[src/design/targa_rle_pixel_decoder_defines.svh]
// assertion macros for the targa rle pixel decoder
`ifndef TARGA_RLE_PIXEL_DECODER_DEFINES_SVH
`define TARGA_RLE_PIXEL_DECODER_DEFINES_SVH

`ifndef NO_ASSERTIONS

// same-cycle implication
`define TRPD_ASSERT_IMP(lbl, ante, cons) \
  lbl: assert property (@(posedge clk) disable iff (rst) (ante) |-> (cons)) \
    else $error("trpd assertion failed");

// next-cycle implication
`define TRPD_ASSERT_NXT(lbl, ante, cons) \
  lbl: assert property (@(posedge clk) disable iff (rst) (ante) |=> (cons)) \
    else $error("trpd assertion failed");

`else

`define TRPD_ASSERT_IMP(lbl, ante, cons)
`define TRPD_ASSERT_NXT(lbl, ante, cons)

`endif

`endif

[src/design/trpd_pkg.sv]
package trpd_pkg;

  localparam int CMAP_DEPTH_DEF = 16384;
  localparam int CFG_DATA_W     = 16;
  localparam int CFG_IDX_W      = 3;

  // input item kinds
  typedef enum logic [1:0] {
    ACT_CMAP  = 2'd0,
    ACT_DATA  = 2'd1,
    ACT_START = 2'd2,
    ACT_NONE  = 2'd3
  } action_t;

  // configuration register indexes
  localparam logic [CFG_IDX_W-1:0] CFG_RLE     = 3'd0;
  localparam logic [CFG_IDX_W-1:0] CFG_FORMAT  = 3'd1;
  localparam logic [CFG_IDX_W-1:0] CFG_MAPPED  = 3'd2;
  localparam logic [CFG_IDX_W-1:0] CFG_ORIGIN  = 3'd3;
  localparam logic [CFG_IDX_W-1:0] CFG_ILACE   = 3'd4;
  localparam logic [CFG_IDX_W-1:0] CFG_WIDTH   = 3'd5;
  localparam logic [CFG_IDX_W-1:0] CFG_HEIGHT  = 3'd6;

  // pixel formats
  localparam logic [1:0] FMT_8  = 2'd0;
  localparam logic [1:0] FMT_16 = 2'd1;
  localparam logic [1:0] FMT_24 = 2'd2;
  localparam logic [1:0] FMT_32 = 2'd3;

  // interlace modes
  localparam logic [1:0] ILACE_TWO  = 2'd1;
  localparam logic [1:0] ILACE_FOUR = 2'd2;

  localparam logic [7:0]  RUN_BIAS     = 8'd127;
  localparam logic [7:0]  ALPHA_OPAQUE = 8'hff;
  localparam logic [15:0] MIN_WIDTH    = 16'd4;

  typedef enum logic [1:0] {
    PH_HEADER  = 2'd0,
    PH_REPEAT  = 2'd1,
    PH_LITERAL = 2'd2
  } phase_t;

  typedef enum logic [1:0] {
    S_IDLE  = 2'd0,
    S_PLACE = 2'd1,
    S_OVR   = 2'd2
  } state_t;

  typedef struct packed {
    logic ovr;
    logic pix_done;
    logic col_over;
    logic close_stop;
    logic seg_last;
    logic out_free;
  } dp_status_t;

  typedef struct packed {
    logic take;
    logic close_row;
    logic emit_seg;
    logic emit_ovr;
  } dp_cmd_t;

endpackage

[src/design/trpd_ctrl.sv]
module trpd_ctrl import trpd_pkg::*; (
  input  logic       clk,
  input  logic       rst,
  input  logic       in_valid,
  output logic       in_ready,
  input  logic [1:0] action,
  input  dp_status_t status,
  output dp_cmd_t    cmd
);

  state_t state, state_next;

  // state register
  always_ff @(posedge clk) begin
    if (rst) begin
      state <= S_IDLE;
    end else begin
      state <= state_next;
    end
  end

  // next state and commands
  always_comb begin
    state_next = state;
    cmd        = '0;
    in_ready   = 1'b0;
    unique case (state)
      S_IDLE: begin
        in_ready = 1'b1;
        if (in_valid) begin
          cmd.take = 1'b1;
          if (action == ACT_DATA) begin
            if (status.ovr) begin
              state_next = S_OVR;
            end else if (status.pix_done) begin
              state_next = S_PLACE;
            end
          end
        end
      end
      S_PLACE: begin
        if (status.col_over) begin
          cmd.close_row = 1'b1;
          if (status.close_stop) state_next = S_IDLE;
        end else if (status.out_free) begin
          cmd.emit_seg = 1'b1;
          if (status.seg_last) state_next = S_IDLE;
        end
      end
      S_OVR: begin
        if (status.out_free) begin
          cmd.emit_ovr = 1'b1;
          state_next   = S_IDLE;
        end
      end
      default: state_next = S_IDLE;
    endcase
  end

endmodule

[config.mk]
export PLATFORM = sky130hd
export DESIGN_NAME = trpd_ctrl
export DESIGN_NICKNAME = d
export VERILOG_FILES = /design/src/design/targa_rle_pixel_decoder_defines.svh /design/src/design/trpd_pkg.sv /design/src/design/trpd_ctrl.sv
export SDC_FILE = /design/constraint.sdc
export NUM_CORES = 1
export LEC_CHECK = 0
export ABC_AREA = 1
export ABC_CLOCK_PERIOD_IN_PS = 1200
export BUFFER_PORTS_ARGS = -buffer_cell sky130_fd_sc_hd__buf_2
export CORE_AREA = 3 3 40 42
export CTS_CLUSTER_DIAMETER = 50
export DETAILED_ROUTE_END_ITERATION = 10
export DIE_AREA = 0 0 43 45
export PLACE_DENSITY = 0.46
export SLEW_MARGIN = 0
export SYNTH_ARGS = -nofsm -noshare
export SYNTH_HDL_FRONTEND = slang
export SYNTH_SLANG_ARGS = --single-unit
[constraint.sdc]
create_clock -name clk -period 1.2 [get_ports clk]
set_input_delay 0.24 -clock clk [delete_from_list [all_inputs] [get_ports clk]]
set_output_delay 0.24 -clock clk [all_outputs]
set_load 0.01 [all_outputs]
==> results by group <==
Setup path
  • Crit path kind: flip-flop to output port
  • Critical path's largest stage delay: 320 ps
  • Startpoint Class: flip-flop
  • Crit-path max FO: 3
  • Slowest cell on crit path: dfxtp_2
  • CP Capture Type: output port
  • Worst EP required: 960 ps
  • Worst Path Arrival: 1020 ps
  • Delay-heaviest family, CP: flip-flops
  • Crit-path cells: buf_6 > nor2_4 > inv_2 > nor2_2 > buf_2
  • FF-to-FF setup slack: 70 ps
  • CP bufs+invs: 3

Placement
  • Place WS: 74.8 ps
  • Port bufs: 15
  • GP Congestion: 0.661
  • DP Cell Count: 67
  • DP Wirelength: 436 um

Pwr
  • Pwr Total: 445 uW
  • VDD IR max: 0.570 mV
  • Pwr Density: 1030 nW/um^2
  • Leak Pwr: 0.000237 uW

GRT
  • Global-route usage over all layers: 7.39%
  • Vias in the first global route: 287
  • Pin count of the biggest net entering global routing: 6
  • Initial antenna violation count: 0
  • Global route overflow: 0
  • First-pass GRT wire length: 1.03 mm

Synth
  • Syn Nets: 48
  • Post-synth cell types: 10
  • Portion of netlist area occupied by mux cells: 0%
  • Post-synthesis simple-gate area fraction: 59.8%
  • Post-Synth XOR/XNOR Area: 0%
  • Sequential area share after synthesis: 19.5%
  • Largest family of logic cells by synthesized area: simple AND/OR/NAND/NOR gates
  • Avg Inst Size Synth: 5.55 um^2
  • Yosys top cell area share: 19.5%
  • Synth Register Bits: 2
  • Post-synth top area cell: dfxtp_1
  • Synth warn: 0
  • Post-synthesis cell area: 205 um^2
  • Largest cells by area after synthesis: dfxtp_1 20%, inv_1 15%, nor2_1 15%
  • Compound-Gate Fraction of Synth Area: 6.10%
  • Mapped Cells: 37
  • Adder-cell area share of the yosys netlist: 0%

Clocking
  • Clk_lat worst skew: 230 ps
  • Clock-pin slew on the worst setup and hold paths: 30 ps
  • CTS Root Cell: clkbuf_4
  • H-tree depth: 1
  • Post-CTS Hold Buffers: 0
  • CTS max path bufs: 2
  • CTS Buf Count: 3
  • # clock sinks: 2
  • TritonCTS clock tree: built

Finish
  • Register area: 45.0 um^2
  • Antenna Cells: 0
  • Area of the multi-input gates: 170 um^2
  • Commonest non-fill, non-tap cells in the layout: 14 x buf_2, 7 x nand2_1, 7 x buf_4, 6 x nor2_1, 5 x inv_1
  • Max reg flops: 2
  • Layout cells sized above 1: 66.7%
  • Largest register by flop count: state
  • Largest regs: state (2)
  • Layout Nets: 76
  • Number of fill cells in the layout: 143
  • Most common cell after layout, fill and taps aside: buf_2
  • Area Growth Syn to Fin: 110%
  • Layout Cells excl Fill: 78

STA
  • Setup_tns: -102 ps
  • Worst Tran Pin Value: 122 ps
  • Pins Over Slew Limit: 0
  • Clock Skews: 4.74 ps
  • Achievable Freq: 795 MHz
  • Period utilization: 105%
  • Setup WS post-layout: -57.2 ps
  • Count of final setup violators: 5
  • Min Clock Period, post-route: 1260 ps
  • RSZ-0062 raised after global routing: true
  • Slew HR: 91.8%
  • Final hold viol count: 0

Outcome
  • Failing checks: setup timing
  • Status: finished, violations left

Routing
  • Final WL: 616 um
  • Final ANT Viol Nets: 0
  • WL/cell: 7.90 um
  • DR vias/cell: 3.95
  • Detailed Route Iter0 Violations: 4
  • Routed vias: 308
  • DRC Markers: 0
  • Detailed Routing Iterations Pass 1: 2

Job
  • # Max-Cap Violations: 0

Floorplan
  • Die Ht: 45 um
  • Overall die area: 1940 um^2
  • FP Rows: 13
  • Initial core utilization: 16.0%
  • Core Area: 1280 um^2
  • Die Width: 43 um
  • Io pins: 16

Min path
  • Min-delay worst type: input pin to flip-flop
cells in the mapped netlist, drive strengths merged:
| master | n |
|---|---|
| nor3 | 1 |
| a21oi | 1 |
| nand2 | 10 |
| dfxtp | 2 |
| inv | 8 |
| nand3 | 4 |
| nor2 | 10 |
| a21boi | 1 |
kinds of logic after synthesis:
family,Yosys count
flops,2
compound gates,2
simple gates,25
buf+inv,8
what timing repair did:
action | in CTS | in global routing
gates cloned | 0 | 0
setup buffers | 7 | 2
pin swaps | 3 | 6
resized for setup | 7 | 10
endpoints found under the hold margin | 0 | 0
setup endpoints to repair | 3 | 7
routing by layer:
metal | track usage, % | vias up | wire (um)
li1 | - | 164 | -
met1 | 6.70 | 134 | 220
met2 | 12.9 | 10 | 335
met3 | 4.78 | 0 | 59
met4 | 3.61 | 0 | 0
met5 | 0 | - | 0
where the power goes:
part	internal (uW)	switching [uW]	total [uW]
Sequential	76.4	11.1	87.5
Combinational	110	98.4	208
Clock	110	39.2	150
Total	297	149	445
final timing paths:
| check | start | to | cells after the start |
|---|---|---|---|
| worst min register to register | state[1]$_SDFFE_PP0P_ | state[1]$_SDFFE_PP0P_ | 3 |
| worst max register to register | state[0]$_SDFFE_PP0P_ | state[1]$_SDFFE_PP0P_ | 9 |
| worst max-delay path | state[0]$_SDFFE_PP0P_ | cmd[3] | 5 |
| worst min-delay path | rst | state[0]$_SDFFE_PP0P_ | 2 |
final cells by class:
type / count / share of cell area [%]
Multi-Input combinational cell: 27 / 39.4
Timing Repair Buffer: 23 / 33.6
Sequential cell: 2 / 10.4
Inverter: 8 / 6.96
Clock buffer: 3 / 5.22
Tap cell: 15 / 4.35
through the flow:
step	instance area [um^2]	util (%)	hold slack [ps]
4_1_cts	388	30.2	180
3_5_place_dp	299	23.3	429
3_3_place_gp	299	23.3	424
6_report	432	33.6	178
5_1_grt	432	33.6	188
2_1_floorplan	205	-	312
(Power assumes the default switching activity.)
